===== src/rtl/rtp_header_parser_macros.svh =====
`ifndef RTP_HEADER_PARSER_MACROS_SVH
`define RTP_HEADER_PARSER_MACROS_SVH

// same-cycle implication, sampled on clk, off during reset
`define RHP_ASSERT_SAME(lbl, ante, cons, msg) \
  lbl: assert property (@(posedge clk) disable iff (!rst_n) (ante) |-> (cons)) \
    else $error(msg);

// next-cycle implication, sampled on clk, off during reset
`define RHP_ASSERT_NEXT(lbl, ante, cons, msg) \
  lbl: assert property (@(posedge clk) disable iff (!rst_n) (ante) |=> (cons)) \
    else $error(msg);

`endif


===== src/rtl/rhp_pkg.sv =====
`timescale 1ns / 1ps

package rhp_pkg;

  localparam int unsigned CNT_W = 16;

  localparam logic [1:0]  RTP_VERSION   = 2'd2;
  localparam logic [15:0] MIN_HDR_BYTES = 16'd12;
  localparam logic [6:0]  EXT_LEN_OFS   = 7'd14;
  localparam logic [3:0]  SEQ_END       = 4'd4;
  localparam logic [3:0]  TS_END        = 4'd8;
  localparam logic [3:0]  SSRC_END      = 4'd12;

  typedef enum logic [1:0] {
    STATUS_OK        = 2'd0,
    STATUS_PARSE_ERR = 2'd1,
    STATUS_TOO_LONG  = 2'd2
  } status_t;

  typedef struct packed {
    logic [CNT_W-1:0] len;
    logic [7:0]       b0;
    logic [7:0]       b1;
    logic [15:0]      seq;
    logic [31:0]      ts;
    logic [31:0]      ssrc;
    logic [15:0]      ext_words;
    logic             overflow;
  } hdr_t;

  typedef struct packed {
    status_t     status;
    logic        marker;
    logic [6:0]  pay_type;
    logic [15:0] seq;
    logic [31:0] ts;
    logic [31:0] ssrc;
    logic [3:0]  src_count;
    logic        has_ext;
    logic        has_pad;
    logic [15:0] hdr_size;
    logic [15:0] pay_size;
  } result_t;

endpackage


===== src/rtl/rtp_header_parser.sv =====
// RTP fixed header parser.
// Input channel: one packet byte per item (in_data_byte), network order, with
// in_last_byte set on the final byte of the packet. Bytes are taken on
// in_valid & in_ready; payload bytes are counted but not passed on.
// Result channel: one item per packet, shown on out_valid after the final
// byte, holding status, header fields and header/payload sizes. On any error
// status is non-zero and all other fields read zero.
// Result is registered: it shows in the cycle after the final byte is taken.
// Throughput: one byte per cycle while in_ready is high; the parse is a
// single pass of logic between the capture registers and the result register.
// Stall: while a result waits for out_ready, in_ready stays high only if
// the result is taken in the same cycle, so no result is ever overwritten.
// Packets longer than MAX_PACKET_BYTES hold the count at the limit, drop
// the extra bytes and give a too-long status.
// Reset: synchronous active-low rst_n clears the byte count and captured
// fields and empties the result register.
`timescale 1ns / 1ps

module rtp_header_parser #(
  parameter int unsigned MAX_PACKET_BYTES = 2048
) (
  input  logic        clk,
  input  logic        rst_n,
  input  logic        in_valid,
  output logic        in_ready,
  input  logic [7:0]  in_data_byte,
  input  logic        in_last_byte,
  output logic        out_valid,
  input  logic        out_ready,
  output logic [1:0]  out_status,
  output logic        out_marker,
  output logic [6:0]  out_pay_type,
  output logic [15:0] out_seq_num,
  output logic [31:0] out_timestamp,
  output logic [31:0] out_ssrc,
  output logic [3:0]  out_src_count,
  output logic        out_ext_flag,
  output logic        out_pad_flag,
  output logic [15:0] out_hdr_bytes,
  output logic [15:0] out_pay_bytes
);

  `include "rtp_header_parser_macros.svh"

  rhp_pkg::hdr_t    snap;
  rhp_pkg::result_t res_nxt;
  rhp_pkg::result_t res_r;
  logic             out_valid_r;
  logic             in_fire;

  assign in_ready = !out_valid_r || out_ready;
  assign in_fire  = in_valid && in_ready;

  rhp_capture #(
    .MaxBytes (MAX_PACKET_BYTES)
  ) u_capture (
    .clk       (clk),
    .rst_n     (rst_n),
    .fire      (in_fire),
    .data_byte (in_data_byte),
    .last_byte (in_last_byte),
    .snap      (snap)
  );

  rhp_check u_check (
    .hdr        (snap),
    .final_byte (in_data_byte),
    .res        (res_nxt)
  );

  always_ff @(posedge clk) begin
    if (!rst_n) begin
      out_valid_r <= 1'b0;
    end else if (in_fire && in_last_byte) begin
      out_valid_r <= 1'b1;
    end else if (out_ready) begin
      out_valid_r <= 1'b0;
    end
  end

  always_ff @(posedge clk) begin
    if (in_fire && in_last_byte) begin
      res_r <= res_nxt;
    end
  end

  assign out_valid     = out_valid_r;
  assign out_status    = res_r.status;
  assign out_marker    = res_r.marker;
  assign out_pay_type  = res_r.pay_type;
  assign out_seq_num   = res_r.seq;
  assign out_timestamp = res_r.ts;
  assign out_ssrc      = res_r.ssrc;
  assign out_src_count = res_r.src_count;
  assign out_ext_flag  = res_r.has_ext;
  assign out_pad_flag  = res_r.has_pad;
  assign out_hdr_bytes = res_r.hdr_size;
  assign out_pay_bytes = res_r.pay_size;

  `RHP_ASSERT_NEXT(a_last_gives_item, in_fire && in_last_byte, out_valid_r,
    "final byte taken but no result item")
  `RHP_ASSERT_NEXT(a_no_spurious_item, in_fire && !in_last_byte && (!out_valid_r || out_ready),
    !out_valid_r, "result item without a final byte")
  `RHP_ASSERT_SAME(a_err_sizes_zero,
    out_valid_r && res_r.status != rhp_pkg::STATUS_OK,
    res_r.hdr_size == 16'd0 && res_r.pay_size == 16'd0, "error item with non-zero sizes")
  `RHP_ASSERT_SAME(a_ok_min_header, out_valid_r && res_r.status == rhp_pkg::STATUS_OK,
    res_r.hdr_size >= rhp_pkg::MIN_HDR_BYTES, "good item with header under minimum")

endmodule


===== src/rtl/rhp_capture.sv =====
`timescale 1ns / 1ps

module rhp_capture #(
  parameter int unsigned MaxBytes = 2048
) (
  input  logic        clk,
  input  logic        rst_n,
  input  logic        fire,
  input  logic [7:0]  data_byte,
  input  logic        last_byte,
  output rhp_pkg::hdr_t snap
);

  rhp_pkg::hdr_t cur_r;
  rhp_pkg::hdr_t cur_nxt;
  logic [6:0]    ext_at;
  logic [rhp_pkg::CNT_W-1:0] pos;

  assign pos    = cur_r.len;
  assign ext_at = rhp_pkg::EXT_LEN_OFS + {1'b0, cur_r.b0[3:0], 2'b00};

  always_comb begin
    cur_nxt = cur_r;
    if (cur_r.len < rhp_pkg::CNT_W'(MaxBytes)) begin
      cur_nxt.len = cur_r.len + rhp_pkg::CNT_W'(1);
      if (pos == '0) begin
        cur_nxt.b0 = data_byte;
      end else if (pos == rhp_pkg::CNT_W'(1)) begin
        cur_nxt.b1 = data_byte;
      end else if (pos < rhp_pkg::CNT_W'(rhp_pkg::SEQ_END)) begin
        cur_nxt.seq = {cur_r.seq[7:0], data_byte};
      end else if (pos < rhp_pkg::CNT_W'(rhp_pkg::TS_END)) begin
        cur_nxt.ts = {cur_r.ts[23:0], data_byte};
      end else if (pos < rhp_pkg::CNT_W'(rhp_pkg::SSRC_END)) begin
        cur_nxt.ssrc = {cur_r.ssrc[23:0], data_byte};
      end
      // extension length field sits two bytes past the csrc list
      if (pos >= rhp_pkg::CNT_W'(rhp_pkg::SSRC_END) &&
          (pos == rhp_pkg::CNT_W'(ext_at) ||
           pos == rhp_pkg::CNT_W'(ext_at) + rhp_pkg::CNT_W'(1))) begin
        cur_nxt.ext_words = {cur_r.ext_words[7:0], data_byte};
      end
    end else begin
      cur_nxt.overflow = 1'b1;
    end
  end

  assign snap = cur_nxt;

  always_ff @(posedge clk) begin
    if (!rst_n) begin
      cur_r <= '0;
    end else if (fire) begin
      if (last_byte) begin
        cur_r <= '0;
      end else begin
        cur_r <= cur_nxt;
      end
    end
  end

endmodule


===== src/rtl/rhp_check.sv =====
`timescale 1ns / 1ps

module rhp_check (
  input  rhp_pkg::hdr_t   hdr,
  input  logic [7:0]      final_byte,
  output rhp_pkg::result_t res
);

  logic [18:0] len;
  logic [18:0] hs_base;
  logic [18:0] hs_full;
  logic [18:0] hs;
  logic [18:0] rem;
  logic [18:0] pad;
  logic [18:0] pay;
  logic        has_ext;
  logic        has_pad;
  logic        err;

  assign has_ext = hdr.b0[4];
  assign has_pad = hdr.b0[5];
  assign len     = {3'b000, hdr.len};
  assign hs_base = 19'd12 + {13'd0, hdr.b0[3:0], 2'b00};
  assign hs_full = hs_base + 19'd4 + {1'b0, hdr.ext_words, 2'b00};
  assign hs      = has_ext ? hs_full : hs_base;
  assign rem     = len - hs;
  assign pad     = has_pad ? {11'd0, final_byte} : '0;
  assign pay     = rem - pad;

  always_comb begin
    err = 1'b0;
    if (hdr.len < rhp_pkg::MIN_HDR_BYTES) begin
      err = 1'b1;
    end else if (hdr.b0[7:6] != rhp_pkg::RTP_VERSION) begin
      err = 1'b1;
    end else if (len < hs_base) begin
      err = 1'b1;
    end else if (has_ext && (len < hs_base + 19'd4 || len < hs_full)) begin
      err = 1'b1;
    end else if (has_pad && (final_byte == 8'd0 || pad > rem)) begin
      err = 1'b1;
    end
  end

  always_comb begin
    res = '0;
    if (hdr.overflow) begin
      res.status = rhp_pkg::STATUS_TOO_LONG;
    end else if (err) begin
      res.status = rhp_pkg::STATUS_PARSE_ERR;
    end else begin
      res.status     = rhp_pkg::STATUS_OK;
      res.marker     = hdr.b1[7];
      res.pay_type   = hdr.b1[6:0];
      res.seq        = hdr.seq;
      res.ts         = hdr.ts;
      res.ssrc       = hdr.ssrc;
      res.src_count  = hdr.b0[3:0];
      res.has_ext    = has_ext;
      res.has_pad    = has_pad;
      res.hdr_size   = hs[15:0];
      res.pay_size   = pay[15:0];
    end
  end

endmodule

===== config.mk =====
export PLATFORM = sky130hd
export DESIGN_NAME = rtp_header_parser
export DESIGN_NICKNAME = d
export VERILOG_FILES = /design/src/rtl/rhp_pkg.sv /design/src/rtl/rtp_header_parser.sv /design/src/rtl/rhp_capture.sv /design/src/rtl/rhp_check.sv
export VERILOG_INCLUDE_DIRS = /design/src /design/src/rtl
export SDC_FILE = /design/constraint.sdc
export NUM_CORES = 1
export LEC_CHECK = 0
export ABC_AREA = 1
export BUFFER_PORTS_ARGS = -buffer_cell sky130_fd_sc_hd__buf_4
export CELL_PAD_IN_SITES_DETAIL_PLACEMENT = 0
export CELL_PAD_IN_SITES_GLOBAL_PLACEMENT = 1
export CORE_UTILIZATION = 35
export CTS_BUF_LIST = sky130_fd_sc_hd__clkbuf_8
export DETAILED_ROUTE_END_ITERATION = 10
export PLACE_DENSITY = 0.71
export RECOVER_POWER = 25
export SYNTH_ARGS = -nofsm -noshare
export SYNTH_HDL_FRONTEND = slang
export SYNTH_SLANG_ARGS = --single-unit
export TNS_END_PERCENT = 10

===== constraint.sdc =====
create_clock -name clk -period 18.32 [get_ports clk]
set_clock_uncertainty 0.1 [all_clocks]
set_input_delay 0.916 -clock clk [delete_from_list [all_inputs] [get_ports clk]]
set_output_delay 0.916 -clock clk [all_outputs]
set_load 0.005 [all_outputs]

==> flow_metrics.env <==
export IMPL_run_status="complete, but fails checks"
export IMPL_violations="max-capacitance violations, max-slew violations"
export IMPL_grt_pass1_vias=11020
export IMPL_coreArea_um2=40830
export IMPL_rows=74
export IMPL_postRouteAntennaNets=0
export IMPL_antenna_found_initial=0
export IMPL_first_iter_violations=663
export IMPL_die_area_um2=42250
export IMPL_final_core_util=0.4106
export IMPL_tightest_slew_ns=3.258
export IMPL_synth_area_leaders="edfxtp_1, dfxtp_1, nand2_1"
export IMPL_final_hold_violation_count=0
export IMPL_grt_use_met1=0.2494
export IMPL_p_per_area_nw_per_um2=80.34
export IMPL_diodes=0
export IMPL_crit_slowest_cell="buf_4"
export IMPL_grtUsageTotal=0.1832
export IMPL_port_buffers=140
export IMPL_wirelength_um=38360
export IMPL_cts_sinks=256
export IMPL_numCtsBuffers=45
export IMPL_layout_commonest_cell="nand2_1"
export IMPL_cts_root_buf="clkbuf_8"
export IMPL_start_util=0.3551
export IMPL_max_slew_margin_rel=-1.172
export IMPL_cpMostUsedCell="nand3_1"
export IMPL_final_setup_tns_ns=0
export IMPL_synthFlopType="dfxtp_1"
export IMPL_slew_violations=129
export IMPL_yosysSeqAreaShare=0.4404
export IMPL_crit_fanout=46
export IMPL_synth_top_area_share=0.2609
export IMPL_startpoint_type="register"
export IMPL_avgRoutedWirePerCell_um=15.75
export IMPL_fin_crit_ns=9.540
export IMPL_max_freq_ghz=0.1048
export IMPL_cts_tree="yes"
export IMPL_drive_gt1_frac=0.1928
export IMPL_hold_path_class="register to register"
export IMPL_crit_arrival_ns=9.75
export IMPL_grt_pass1_wl_um=60400
export IMPL_finalCritPeriodShare=0.5207
export IMPL_yosys_area_top_type="edfxtp_1"
export IMPL_vias_per_cell=4.770
export IMPL_place_gp_congestion=0.8757
export IMPL_vias=11620
export IMPL_ir_worst_vdd_mv=0.03650
export IMPL_synth_async_sr_flop_share=0
export IMPL_syn_area_um2=14500
export IMPL_area_growth_synth_to_final_pct=15.62
export IMPL_dp_hpwl_um=27110
export IMPL_yosysWarnings=0
export IMPL_cts_setup_buffers=0
export IMPL_max_stage_delay_ns=0.90
export IMPL_final_cell_mix="nand2_1, inv_1, nor2_1"
export IMPL_ys_ff_latch=256
export IMPL_clkLatencyLatePin_ns=0.61
export IMPL_fin_hold_ws_ns=0.3621
export IMPL_drc=0
export IMPL_crit_required_ns=18.53
export IMPL_leakagePower_uw=0.006570
export IMPL_synth_cell_type_count=47
export IMPL_grt_overflow=0
export IMPL_die_x_um=205.5
export IMPL_first_pass_iters=5
export IMPL_drv_cap=2
export IMPL_rsz0062_at_grt="false"
export IMPL_pin_count=143
export IMPL_cts_max_level=2
export IMPL_clkTransAtPathRegs_ns=0.06
export IMPL_die_h_um=205.5
export IMPL_crit_type="register to register"
export IMPL_final_nets=1948
export IMPL_synth_edff_count=126
export IMPL_cts_resized=0
export IMPL_netlist_instances=1745
export IMPL_endpoint_kind="register"
export IMPL_avgSynthCellArea_um2=8.310
export IMPL_use_met3=0.03120
export IMPL_setup_viol=0
export IMPL_grt_max_degree=83
export IMPL_grtUsageMet2=0.2955
export IMPL_top_usage_layer="met2"
export IMPL_hold_buffers=0
export IMPL_clock_path_buffers=3
==> critical path, delay by kind of cell (launching register included) <==
family,cells,cell delay (ns)
and+or+nand+nor,18,2.72
AOI/OAI and AO/OA,6,1.94
buffers and inverters,5,2.25
adders and majority gates,3,0.94
DFF,1,0.35
xor gates and xnor gates,3,0.82
==> layer usage <==
metal,vias to the layer above,wire length (um)
met5,-,0
met4,0,853
met3,58,1710
met2,245,17750
met1,5385,18040
li1,5932,-
==> layout make-up <==
cell class / count / area [um^2]
fillers: 4173 / 24070
multi-input cells: 1181 / 6822
flip-flops and latches: 256 / 6386
repair buffers: 152 / 1089
inverters: 232 / 872.1
clock buffers: 50 / 688.2
well taps: 532 / 665.6
clock inverters: 33 / 242.7
==> state kept, by name (all words and copies together), names as in the netlist <==
signal           count
out_ext_flag         1
out_src_count        4
out_valid            1
out_pay_bytes       16
out_pad_flag         1
out_status           2
u_capture.pos       16
out_hdr_bytes       14
out_ssrc            32
out_marker           1
out_seq_num         16
out_pay_type         7
u_capture.cur_r    113
out_timestamp       32
==> through the flow <==
stage | cells | instance area (um^2) | setup slack (ns) | total power (uW)
floorplan | 1747 | 14510 | 10.87 | 750.1
global placement | 2353 | 15890 | 8.902 | 808.1
detailed placement | 2353 | 15890 | 8.816 | 807.7
CTS | 2436 | 16820 | 8.747 | 1371
global route | 2436 | 16760 | 7.755 | 1413
finish | 2436 | 16760 | 8.780 | 1347
==> Yosys cell counts (all sizes together), types with 10 or more instances <==
cell type	count
nand4	26
mux2i	15
xor2	26
edfxtp	126
nand2	353
nor2	268
nand3	53
ha	64
o21ai	96
a21oi	118
nor3	14
inv	231
buf	20
clkbuf	58
or2	49
o22ai	56
dfxtp	130
xnor2	10
==> final timing paths <==
kind | start | endpoint | slack [ns] | depth (start not counted)
hold / removal | u_capture.cur_r[91]$_SDFFE_PN0P_ | u_capture.cur_r[91]$_SDFFE_PN0P_ | 0.36 | 2
setup reg to reg | u_capture.pos[1]$_SDFFE_PN0P_ | out_src_count[3]$_SDFFCE_PP0P_ | 8.78 | 35
setup / recovery | u_capture.pos[1]$_SDFFE_PN0P_ | out_src_count[3]$_SDFFCE_PP0P_ | 8.78 | 35
hold reg to reg | u_capture.cur_r[91]$_SDFFE_PN0P_ | u_capture.cur_r[91]$_SDFFE_PN0P_ | 0.36 | 2
==> where the power goes <==
| group | switching [uW] | internal [uW] |
|---|---|---|
| clock | 247 | 308 |
| sequential | 4.63 | 611 |
| combinational | 119 | 58.5 |
| total | 370 | 977 |
==> cell families (layout without fill, tap and decap cells) <==
logic type,count (synthesis),after routing,synth area share
XOR/XNOR,36,36,0.02174
AO/OA/AOI/OAI,289,289,0.1092
multiplexers,15,15,0.01035
adder cells (fa/ha/maj),67,67,0.05937
buffers and inverters,310,467,0.09121
flip-flops,256,256,0.4404
AND/OR/NAND/NOR,770,770,0.2672
other,2,4,0.0005179
Power figures use the tool's default switching activity.
